`config.mk`:
```
export PLATFORM = sky130hd
export DESIGN_NAME = lru_age_preload_tracker
export DESIGN_NICKNAME = d
export VERILOG_FILES = /design/src/design/lapt_pkg.sv /design/src/design/lapt_ram.sv /design/src/design/lapt_obuf.sv /design/src/design/lapt_core.sv /design/src/design/lru_age_preload_tracker.sv
export SDC_FILE = /design/constraint.sdc
export NUM_CORES = 1
export LEC_CHECK = 0
export BUFFER_PORTS_ARGS = -buffer_cell sky130_fd_sc_hd__buf_2
export CORE_ASPECT_RATIO = 0.75
export CORE_MARGIN = 2
export CORE_UTILIZATION = 45
export DETAILED_ROUTE_END_ITERATION = 6
export PLACE_DENSITY = 0.69
export SLEW_MARGIN = 30
export SYNTH_ARGS = -nofsm -noshare
export SYNTH_HDL_FRONTEND = slang
export SYNTH_SLANG_ARGS = --single-unit
```
`constraint.sdc`:
```
create_clock -name i_clk -period 5.5 [get_ports i_clk]
set_input_delay 1.65 -clock i_clk [delete_from_list [all_inputs] [get_ports i_clk]]
set_output_delay 1.65 -clock i_clk [all_outputs]
set_load 0.1 [all_outputs]
```
`src/design/lapt_pkg.sv`:
```
// Shared types and constants for the LRU age preload tracker.
package lapt_pkg;

    localparam int AGE_W = 5;

    localparam logic ACT_UNLOAD = 1'b0;
    localparam logic ACT_LOAD   = 1'b1;

    typedef struct packed {
        logic [15:0] item_key;
        logic        eligible;
    } t_in_item;

    typedef struct packed {
        logic        action;
        logic [15:0] target_key;
        logic        last;
    } t_out_item;

    typedef struct packed {
        logic      vld;
        t_out_item item;
    } t_res_push;

    typedef enum logic [2:0] {
        S_IDLE,
        S_SEARCH,
        S_UPDATE,
        S_UNLOAD,
        S_LOAD
    } t_state;

endpackage

```
`src/design/lapt_ram.sv`:
```
// Generic simple dual-port RAM with registered read.
module lapt_ram #(
    parameter int WIDTH = 21,
    parameter int DEPTH = 20
) (
    input  logic                     i_clk,
    input  logic                     i_we,
    input  logic [$clog2(DEPTH)-1:0] i_waddr,
    input  logic [WIDTH-1:0]         i_wdata,
    input  logic                     i_re,
    input  logic [$clog2(DEPTH)-1:0] i_raddr,
    output logic [WIDTH-1:0]         o_rdata
);

    logic [WIDTH-1:0] r_mem [DEPTH];
    logic [WIDTH-1:0] r_rdata;

    always_ff @(posedge i_clk) begin
        if (i_we) begin
            r_mem[i_waddr] <= i_wdata;
        end
        if (i_re) begin
            r_rdata <= r_mem[i_raddr];
        end
    end

    assign o_rdata = r_rdata;

endmodule

```
`src/design/lapt_obuf.sv`:
```
// Output register for result beats.
module lapt_obuf
    import lapt_pkg::*;
(
    input  logic      i_clk,
    input  logic      i_rst_n,
    input  t_res_push i_push,
    output logic      o_free,
    output logic      o_valid,
    input  logic      i_stall,
    output t_out_item o_data
);

    logic      r_valid;
    logic      n_valid;
    t_out_item r_data;

    assign o_free = !r_valid || !i_stall;

    always_comb begin
        n_valid = r_valid;
        if (o_free) begin
            n_valid = i_push.vld;
        end
    end

    always_ff @(posedge i_clk) begin
        if (!i_rst_n) begin
            r_valid <= 1'b0;
        end else begin
            r_valid <= n_valid;
        end
        if (o_free && i_push.vld) begin
            r_data <= i_push.item;
        end
    end

    assign o_valid = r_valid;
    assign o_data  = r_data;

endmodule

```
`src/design/lapt_core.sv`:
```
// Sequencer: search pass, age update pass, eviction and insert over the slot RAM.
module lapt_core
    import lapt_pkg::*;
#(
    parameter int SLOTS    = 20,
    parameter int KEY_BITS = 16
) (
    input  logic      i_clk,
    input  logic      i_rst_n,
    input  logic      i_in_valid,
    input  t_in_item  i_in_data,
    output logic      o_in_stall,
    input  logic      i_out_free,
    output t_res_push o_push
);

    localparam int IDX_W = $clog2(SLOTS);
    localparam int CNT_W = $clog2(SLOTS + 1);
    localparam int ENT_W = KEY_BITS + AGE_W;

    t_state               r_state;
    t_state               n_state;
    logic [CNT_W-1:0]     r_cnt;
    logic [CNT_W-1:0]     n_cnt;
    logic                 r_dv;
    logic [IDX_W-1:0]     r_d_idx;
    logic [SLOTS-1:0]     r_valid;
    logic [SLOTS-1:0]     n_valid;
    logic [KEY_BITS-1:0]  r_key;
    logic [KEY_BITS-1:0]  n_key;
    logic                 r_hit;
    logic                 n_hit;
    logic [IDX_W-1:0]     r_hit_idx;
    logic [IDX_W-1:0]     n_hit_idx;
    logic [AGE_W-1:0]     r_hit_age;
    logic [AGE_W-1:0]     n_hit_age;
    logic                 r_free;
    logic                 n_free;
    logic [IDX_W-1:0]     r_free_idx;
    logic [IDX_W-1:0]     n_free_idx;
    logic                 r_evict;
    logic                 n_evict;
    logic [IDX_W-1:0]     r_evict_idx;
    logic [IDX_W-1:0]     n_evict_idx;
    logic [KEY_BITS-1:0]  r_evict_key;
    logic [KEY_BITS-1:0]  n_evict_key;

    logic                 rd_en;
    logic                 pass_done;
    logic                 start;
    logic [ENT_W-1:0]     rdata;
    logic [KEY_BITS-1:0]  rd_key;
    logic [AGE_W-1:0]     rd_age;
    logic [AGE_W-1:0]     age_inc;
    logic                 rd_vld;
    logic                 we;
    logic [IDX_W-1:0]     waddr;
    logic [ENT_W-1:0]     wdata;
    logic [IDX_W-1:0]     ins_idx;

    assign rd_en     = (r_state == S_SEARCH || r_state == S_UPDATE)
                       && (r_cnt != CNT_W'(SLOTS));
    assign pass_done = (r_cnt == CNT_W'(SLOTS)) && !r_dv;
    assign start     = (r_state == S_IDLE) && i_in_valid && i_in_data.eligible;
    assign rd_key    = rdata[AGE_W +: KEY_BITS];
    assign rd_age    = rdata[AGE_W-1:0];
    assign age_inc   = rd_age + AGE_W'(1);
    assign rd_vld    = r_dv && r_valid[r_d_idx];

    // Lowest free slot after eviction; the evicted slot may lie below the one found earlier.
    always_comb begin
        if (r_evict && (!r_free || r_evict_idx < r_free_idx)) begin
            ins_idx = r_evict_idx;
        end else if (r_free) begin
            ins_idx = r_free_idx;
        end else begin
            ins_idx = '0;
        end
    end

    lapt_ram #(
        .WIDTH(ENT_W),
        .DEPTH(SLOTS)
    ) u_slot_ram (
        .i_clk  (i_clk),
        .i_we   (we),
        .i_waddr(waddr),
        .i_wdata(wdata),
        .i_re   (rd_en),
        .i_raddr(r_cnt[IDX_W-1:0]),
        .o_rdata(rdata)
    );

    // Next state
    always_comb begin
        n_state = r_state;
        case (r_state)
            S_IDLE: begin
                if (start) begin
                    n_state = S_SEARCH;
                end
            end
            S_SEARCH: begin
                if (pass_done) begin
                    n_state = S_UPDATE;
                end
            end
            S_UPDATE: begin
                if (pass_done) begin
                    if (r_hit) begin
                        n_state = S_IDLE;
                    end else if (r_evict) begin
                        n_state = S_UNLOAD;
                    end else begin
                        n_state = S_LOAD;
                    end
                end
            end
            S_UNLOAD: begin
                if (i_out_free) begin
                    n_state = S_LOAD;
                end
            end
            S_LOAD: begin
                if (i_out_free) begin
                    n_state = S_IDLE;
                end
            end
            default: n_state = S_IDLE;
        endcase
    end

    // Outputs: result beats and RAM writes
    always_comb begin
        o_in_stall             = (r_state != S_IDLE);
        o_push.vld             = 1'b0;
        o_push.item.action     = ACT_LOAD;
        o_push.item.target_key = 16'(r_key);
        o_push.item.last       = 1'b1;
        we                     = 1'b0;
        waddr                  = r_d_idx;
        wdata                  = {rd_key, rd_age};
        case (r_state)
            S_UPDATE: begin
                if (rd_vld) begin
                    if (r_hit) begin
                        if (r_d_idx == r_hit_idx) begin
                            we    = 1'b1;
                            wdata = {rd_key, AGE_W'(0)};
                        end else if (rd_age < r_hit_age) begin
                            we    = 1'b1;
                            wdata = {rd_key, age_inc};
                        end
                    end else begin
                        we = 1'b1;
                        if (age_inc >= AGE_W'(SLOTS) && !r_evict) begin
                            wdata = {rd_key, AGE_W'(0)};
                        end else begin
                            wdata = {rd_key, age_inc};
                        end
                    end
                end
            end
            S_UNLOAD: begin
                o_push.vld             = i_out_free;
                o_push.item.action     = ACT_UNLOAD;
                o_push.item.target_key = 16'(r_evict_key);
                o_push.item.last       = 1'b0;
            end
            S_LOAD: begin
                o_push.vld = i_out_free;
                we         = i_out_free;
                waddr      = ins_idx;
                wdata      = {r_key, AGE_W'(0)};
            end
            default: ;
        endcase
    end

    // Datapath next values
    always_comb begin
        n_cnt       = r_cnt;
        n_valid     = r_valid;
        n_key       = r_key;
        n_hit       = r_hit;
        n_hit_idx   = r_hit_idx;
        n_hit_age   = r_hit_age;
        n_free      = r_free;
        n_free_idx  = r_free_idx;
        n_evict     = r_evict;
        n_evict_idx = r_evict_idx;
        n_evict_key = r_evict_key;
        if (rd_en) begin
            n_cnt = r_cnt + CNT_W'(1);
        end else if (pass_done) begin
            n_cnt = '0;
        end
        case (r_state)
            S_IDLE: begin
                if (start) begin
                    n_key   = KEY_BITS'(i_in_data.item_key);
                    n_hit   = 1'b0;
                    n_free  = 1'b0;
                    n_evict = 1'b0;
                    n_cnt   = '0;
                end
            end
            S_SEARCH: begin
                if (rd_vld && rd_key == r_key && !r_hit) begin
                    n_hit     = 1'b1;
                    n_hit_idx = r_d_idx;
                    n_hit_age = rd_age;
                end
                if (r_dv && !r_valid[r_d_idx] && !r_free) begin
                    n_free     = 1'b1;
                    n_free_idx = r_d_idx;
                end
            end
            S_UPDATE: begin
                // Drop the first entry that ages out on a miss.
                if (rd_vld && !r_hit && age_inc >= AGE_W'(SLOTS) && !r_evict) begin
                    n_evict            = 1'b1;
                    n_evict_idx        = r_d_idx;
                    n_evict_key        = rd_key;
                    n_valid[r_d_idx]   = 1'b0;
                end
            end
            S_LOAD: begin
                if (i_out_free) begin
                    n_valid[ins_idx] = 1'b1;
                end
            end
            default: ;
        endcase
    end

    always_ff @(posedge i_clk) begin
        if (!i_rst_n) begin
            r_state <= S_IDLE;
            r_cnt   <= '0;
            r_dv    <= 1'b0;
            r_valid <= '0;
            r_hit   <= 1'b0;
            r_free  <= 1'b0;
            r_evict <= 1'b0;
        end else begin
            r_state <= n_state;
            r_cnt   <= n_cnt;
            r_dv    <= rd_en;
            r_valid <= n_valid;
            r_hit   <= n_hit;
            r_free  <= n_free;
            r_evict <= n_evict;
        end
        r_d_idx     <= r_cnt[IDX_W-1:0];
        r_key       <= n_key;
        r_hit_idx   <= n_hit_idx;
        r_hit_age   <= n_hit_age;
        r_free_idx  <= n_free_idx;
        r_evict_idx <= n_evict_idx;
        r_evict_key <= n_evict_key;
    end

endmodule

```
`src/design/lru_age_preload_tracker.sv`:
```
// Top level of the LRU age preload tracker.
//
// Input channel: i_in_valid / o_in_stall carry one request beat (item_key,
// eligible). A beat with eligible low is taken and dropped at once. An
// eligible beat runs a search pass and an age update pass over the slot
// RAM, one slot per cycle; the RAM read is registered, and each pass
// closes after the last read data is handled. A hit holds the input
// stalled through both passes; a miss also stalls it for the load beat,
// for an unload beat if one is needed, and for any wait for the output
// register. The next request is taken once the block is idle again.
// Output channel: o_out_valid / i_out_stall carry result beats: on a miss
// an optional unload of the evicted key (last low), then a load of the
// requested key (last high). A hit gives no beat.
// While the receiver stalls, the output register holds its beat; the
// sequencer waits to emit further beats but the next request is taken
// once the final beat has entered the register.
// Reset empties every slot (valid bits cleared); no clearing pass is run.
module lru_age_preload_tracker
    import lapt_pkg::*;
#(
    parameter int SLOTS    = 20,
    parameter int KEY_BITS = 16
) (
    input  logic      i_clk,
    input  logic      i_rst_n,
    input  logic      i_in_valid,
    output logic      o_in_stall,
    input  t_in_item  i_in_data,
    output logic      o_out_valid,
    input  logic      i_out_stall,
    output t_out_item o_out_data
);

    t_res_push push;
    logic      out_free;

    lapt_core #(
        .SLOTS   (SLOTS),
        .KEY_BITS(KEY_BITS)
    ) u_core (
        .i_clk     (i_clk),
        .i_rst_n   (i_rst_n),
        .i_in_valid(i_in_valid),
        .i_in_data (i_in_data),
        .o_in_stall(o_in_stall),
        .i_out_free(out_free),
        .o_push    (push)
    );

    lapt_obuf u_obuf (
        .i_clk  (i_clk),
        .i_rst_n(i_rst_n),
        .i_push (push),
        .o_free (out_free),
        .o_valid(o_out_valid),
        .i_stall(i_out_stall),
        .o_data (o_out_data)
    );

endmodule

```
# Yosys cells after proc, flatten, opt, wreduce, memory -nomap -nowiden
# Memory sizes are Yosys's and may differ from the RTL's. A register that Yosys moved wholly into a read port is not among the register bits.
# Cells that the tools add are included.
[word_totals]
reg_bits = 108
ramBits = 420
in_bits = 21
wordCells = 135
memories = 1
[memory_table]
columns = ["memory", "words", "word_bits", "rd", "rd_ports_with_merged_regs", "wr", "line_no", "text"]
rows = [
  ["u_core.u_slot_ram.r_mem", 20, 21, 1, 1, 1, "lapt_ram.sv:15", "logic [WIDTH-1:0] r_mem [DEPTH];"],
]
[classes]
add_sub_neg = 2
magnitude_cmp = 7
eq_ne = 16
n_mux = 46
n_bitwise = 3
reduce_logical = 42
[ops]
columns = ["operator", "n"]
rows = [
  ["5-bit 2-to-1 mux", 12],
  ["21-bit case mux with 2 select lines", 1],
  ["20-bit 2-to-1 mux", 2],
  ["20-bit case mux with 2 select lines", 1],
  ["3-bit 2-to-1 mux", 7],
  ["20-bit AND", 1],
  ["20-bit NOT", 1],
  ["20-bit OR", 1],
  ["18-bit 2-to-1 mux", 1],
  ["1-bit logical AND", 17],
  ["16-bit equality test", 1],
  ["3-bit case mux with 5 select lines", 1],
  ["1-bit 2-to-1 mux", 14],
  ["5-bit by 6-bit less-than comparator with 1-bit output, second input constant", 2],
  ["3-bit AND reduction", 4],
  ["5-bit by 1-bit adder with 5-bit output, second input constant", 2],
  ["1-bit demux with 5-bit select", 2],
  ["5-bit by 1-bit >= comparator with 1-bit output, second input constant", 2],
  ["5-bit less-than comparator", 2],
  ["2-bit by 1-bit inequality test with 1-bit output, second input constant", 5],
  ["1-bit case mux with 2 select lines", 4],
  ["2-bit AND reduction", 4],
  ["1-bit zero test", 7],
  ["3-bit by 2-bit equality test with 1-bit output, second input constant", 2],
  ["14 further kinds", 20],
]

# Depth between registers and ports, before layout
[logic_depth]
depth_word = 11
ltp_mapped = 12
depth_no_buf = 9

# Cells and area by module
# Synthesis repeated with hierarchy kept, for this count alone.
[hier_totals]
hier_cells = 1436
area_unflattened_um2 = 22644.2
[by_module_without_submodules]
columns = ["mod", "n_inst", "cells_each", "area_per_inst_um2", "seq_area_each_um2"]
rows = [
  ["lapt_ram", 1, 907, 17105.2, 13242.7],
  ["lapt_core", 1, 506, 4957.3, 2302.2],
  ["lapt_obuf", 1, 23, 581.8, 560.5],
]

# Worst setup path before layout
# Ideal clock, no wire load.
[synth_timing]
kind = "input port to flip-flop"
startpoint = "in i_out_stall"
endpoint = "mem u_core.u_slot_ram.r_mem[16][0] (enable)"
setup_time_ns = 0.453
arrival_ns = 4.411
slack_ns = 0.637
path_stages = 6
path_buffers = 1
path_cell_list = "nand2_1 > nand2_1 > nand2_1 > nand2b_1 > buf_2 > nor4_1"
[synth_between]
elab_chain_len = 5
[synth_lines]
columns = ["element", "line_no", "text"]
rows = [
  ["from (decl)", "lru_age_preload_tracker.sv:30", "input logic i_out_stall,"],
  ["1-bit zero test", "lapt_obuf.sv:18", "assign o_free = !r_valid || !i_stall;"],
  ["1-bit logical OR", "lapt_obuf.sv:18", ""],
  ["1-bit case mux with 2 select lines", "lapt_core.sv:143", "case (r_state)"],
  ["1-bit 2-to-1 mux", "lapt_ram.sv:19", "if (i_we) begin"],
  ["1-bit 2-to-1 mux (not written as such)", "lapt_ram.sv:20", "r_mem[i_waddr] <= i_wdata;"],
  ["to (decl)", "lapt_ram.sv:15", ""],
]
# No other way between the ends.

# Worst setup path after layout
[layout_timing]
startpoint = "reg u_core.r_evict_idx[2]"
endpoint = "mem u_core.u_slot_ram.r_mem[10][20] (enable)"
[layout_between]
elab_chain_len = 5
[layout_lines]
columns = ["element", "line_no", "text"]
rows = [
  ["from (decl)", "lapt_core.sv:43", "logic [IDX_W-1:0] r_evict_idx;"],
  ["from (signal assigned)", "lapt_core.sv:260", "r_evict_idx <= n_evict_idx;"],
  ["5-bit less-than comparator", "lapt_core.sv:72", "if (r_evict && (!r_free || r_evict_idx < r_free_idx)) begin"],
  ["1-bit logical OR", "lapt_core.sv:72", ""],
  ["1-bit logical AND", "lapt_core.sv:72", ""],
  ["5-bit 2-to-1 mux (*)", "lapt_core.sv:72", ""],
  ["5-bit 2-to-1 mux (*)", "lapt_core.sv:143", ""],
]
# Mark *: on every way between the ends. The rest lies on a longest branch, timed or not.

==> results.py <==
metrics = {
    "logic_synthesis": {
        "synth_cells": 1169,
        "synth_area_leaders": "edfxtp_1 69%, mux4_2 13%, dfxtp_1 3.4%",
        "synth.distinct_cells": 65,
        "synth_fp_nets": 1202,
        "synth.ff_latch_count": 548,
        "synthFlopType": "edfxtp_1",
        "yosysTopAreaCellShare_pct": 69.4,
        "synth_edf_count": 510,
        "yosysWarnings": 0,
        "netlist_area_mm2": 0.0221,
        "yosysSeqAreaShare_pct": 72.9,
        "avgSynthCellArea_um2": 18.9,
        "yosysTopAreaCell": "edfxtp_1",
        "synthArstFlopShare_pct": 0,
    },
    "place": {
        "io_buffers": 40,
        "dp_hpwl_um": 33600,
        "place_ws_ns": 1.57,
        "placed_cells": 1833,
        "gp_congestion": 0.879,
        "placed_area_mm2": 0.0232,
    },
    "global_route": {
        "grt_max_degree": 60,
        "overflow": 0,
        "grt_pass1_wl_um": 76200,
        "grtUsageTotal_pct": 20.7,
        "antenna_found_initial": 2,
        "first_global_vias": 11400,
    },
    "flow_run": {
        "drv_cap": 0,
    },
    "pwr": {
        "irDropWorstVdd_v": 0.000217,
        "p_total_mw": 8.74,
        "leakage_nw": 7.89,
        "power.density_mw_per_mm2": 349,
    },
    "critical_path": {
        "rr_worst_depth": 9,
        "cp_cell_sequence": "ha_1, a21o_1, a31oi_1, o21bai_1, a22oi_1, a21oi_1, nand3_1, nor2_2, buf_4",
        "worstReg2RegStart": "u_core.r_evict_idx[2]",
        "critPathLaunchType": "flip-flop",
        "worstReg2RegEnd": "u_core.u_slot_ram.r_mem[10][20]",
        "end_kind": "flip-flop",
        "worst-path-max-fanout": 21,
        "slowest_stage": "a21oi_1",
        "crit_required_ns": 5.75,
        "cpPeakStageDelay_ns": 0.83,
        "worstSetupPathType": "reg -> reg",
        "arrival_ns": 4.22,
        "cp_top_family": "compound AO/OA/AOI/OAI gates",
        "crit_buf_inv": 1,
        "r2r_slack_ns": 1.53,
    },
    "sta": {
        "fin_tns_setup_ns": 0,
        "setup_viol": 0,
        "worst_slack_ns": 1.53,
        "worst_clock_skew_ns": 0.0297,
        "rsz0062_at_grt": "no",
        "period_needed_ns": 3.97,
        "finalCritPeriodShare_pct": 72.2,
        "maxSlewViolCount": 0,
        "worstMarginPinSlew_ns": 0.965,
        "whs_ns": 0.470,
        "hold_viol_final": 0,
        "fmaxAchievable_mhz": 252,
        "max_slew_margin_pct": 35.6,
    },
    "drt": {
        "drc": 0,
        "totalWireLength_um": 51700,
        "first_pass_iters": 5,
        "post_drt_wl_per_cell_um": 26.8,
        "first_iter_violations": 1295,
        "vias_per_cell": 6.00,
        "vias": 11600,
        "antenna_left": 0,
    },
    "layout": {
        "layout_common_cells": "510 x edfxtp_1, 126 x mux4_2, 86 x nand2_1",
        "drive_above_1_share_pct": 28.4,
        "final_area_mm2": 0.0250,
        "utilization_pct": 51.5,
        "diodes": 0,
        "multiInputGateArea_mm2": 0.00580,
        "area_growth_pct": 13.4,
        "stdcell_count": 1931,
        "fin_nets": 1273,
        "regArea_mm2": 0.0161,
        "fillerInstances": 3760,
        "final_common_cell": "edfxtp_1",
    },
    "hold_path": {
        "min_path_type": "reg -> reg",
        "hold_start": "u_core.r_valid[14]",
        "worstHoldPathCells": 2,
        "whs_endpoint": "u_core.r_valid[14]",
    },
    "clocking": {
        "post_cts_buffers": 0,
        "clk_pin_slew_ns": 0.06,
        "cts_buffers": 51,
        "cts_max_level": 2,
        "ctsResizeCount": 0,
        "cts_root_buf": "clkbuf_16",
        "clkLatencyLatePin_ns": 0.61,
        "cts-root-to-sink-buffers": 3,
        "holdBufCountCts": 0,
        "cts_tree": "yes",
        "clock_sinks": 548,
    },
    "floorplanning": {
        "start_util_pct": 45.4,
        "core_region_area_mm2": 0.0486,
        "die_h_um": 196,
        "die-area_mm2": 0.0508,
        "placement_rows": 70,
        "die_w_um": 260,
        "ios": 41,
    },
    "run_status": {
        "status": "completed",
    },
}
## layout make-up
type / instances / share of cell area, %
Tap cell: 648 / 3.24
Multi-Input combinational cell: 546 / 23.2
Sequential cell: 548 / 64.3
Clock buffer: 69 / 5.66
Clock inverter: 27 / 1.33
Inverter: 16 / 0.240
Timing Repair Buffer: 77 / 2.06
## cells by family after synthesis
logic type | after synthesis | share of synthesized area [%]
multiplexers | 171 | 15.5
flip-flops | 548 | 72.9
XOR/XNOR | 24 | 0.953
AO/OA/AOI/OAI | 112 | 3.58
adder cells (fa/ha/maj) | 12 | 0.680
AND/OR/NAND/NOR | 227 | 5.01
buffers and inverters | 75 | 1.44
## worst max path at each step
stage / startpoint / slack (ns) / to / cells past startpoint
final: u_core.r_evict_idx[2] / 1.53 / u_core.u_slot_ram.r_mem[10][20] / 9
after global routing: u_core.r_evict_idx[2] / 1.23 / u_core.u_slot_ram.r_mem[14][15] / 9
after CTS: u_core.r_evict_idx[2] / 1.56 / u_core.u_slot_ram.r_mem[10][20] / 9
after detailed placement: u_core.r_evict_idx[2] / 1.57 / u_core.u_slot_ram.r_mem[10][12] / 9
after global placement: u_core.r_free_idx[2] / 1.66 / u_core.u_slot_ram.r_mem[10][11] / 10
after floorplan: i_out_stall / 0.64 / u_core.u_slot_ram.r_mem[16][0] / 6
## state kept, by name, summed over array words and instances (netlist names)
| signal | flops |
|---|---|
| u_core.r_key | 16 |
| u_core.r_free_idx | 5 |
| u_core.r_evict | 1 |
| u_core.r_evict_key | 16 |
| u_core.r_hit_age | 5 |
| u_core.r_hit | 1 |
| u_obuf.o_data | 17 |
| u_core.r_valid | 20 |
| u_core.u_slot_ram.o_rdata | 21 |
| u_obuf.o_valid | 1 |
| u_core.u_slot_ram.r_mem | 420 |
| u_core.r_d_idx | 5 |
| u_core.r_state | 3 |
| u_core.r_free | 1 |
| u_core.r_evict_idx | 5 |
| u_core.r_hit_idx | 5 |
| u_core.r_dv | 1 |
| u_core.r_cnt | 5 |
## worst min-delay path, cell delays in order, from the launching register on
cell and delay, ns:
dfxtp_1 0.31, nand2_1 0.06, o2bb2ai_1 0.06
## metal layers
layer,vias up,track usage [%],share of wire [%]
met3,85,6.20,11
met5,-,0,0
met2,557,29.1,43
li1,4899,-,-
met1,6040,31.6,44
met4,0,5.43,2.5
## Yosys cell counts, types with 8 or more instances
library cell and count:
nor2_1 34, dfxtp_1 38, edfxtp_1 510, mux2_2 37, a21oi_1 29, nand3_1 21, inv_1 16, xor2_1 20
a31oi_1 9, nand2_1 87, nand2b_1 8, clkbuf_1 37, nor3_1 30, buf_2 14, ha_1 12, mux4_2 126
o21ai_0 21
## power by group
part | internal [mW] | switching [mW]
Clock | 2.10 | 1.54
Combinational | 0.162 | 0.294
Sequential | 4.61 | 0.0369
No activity file was read; power rests on OpenSTA's default activity.
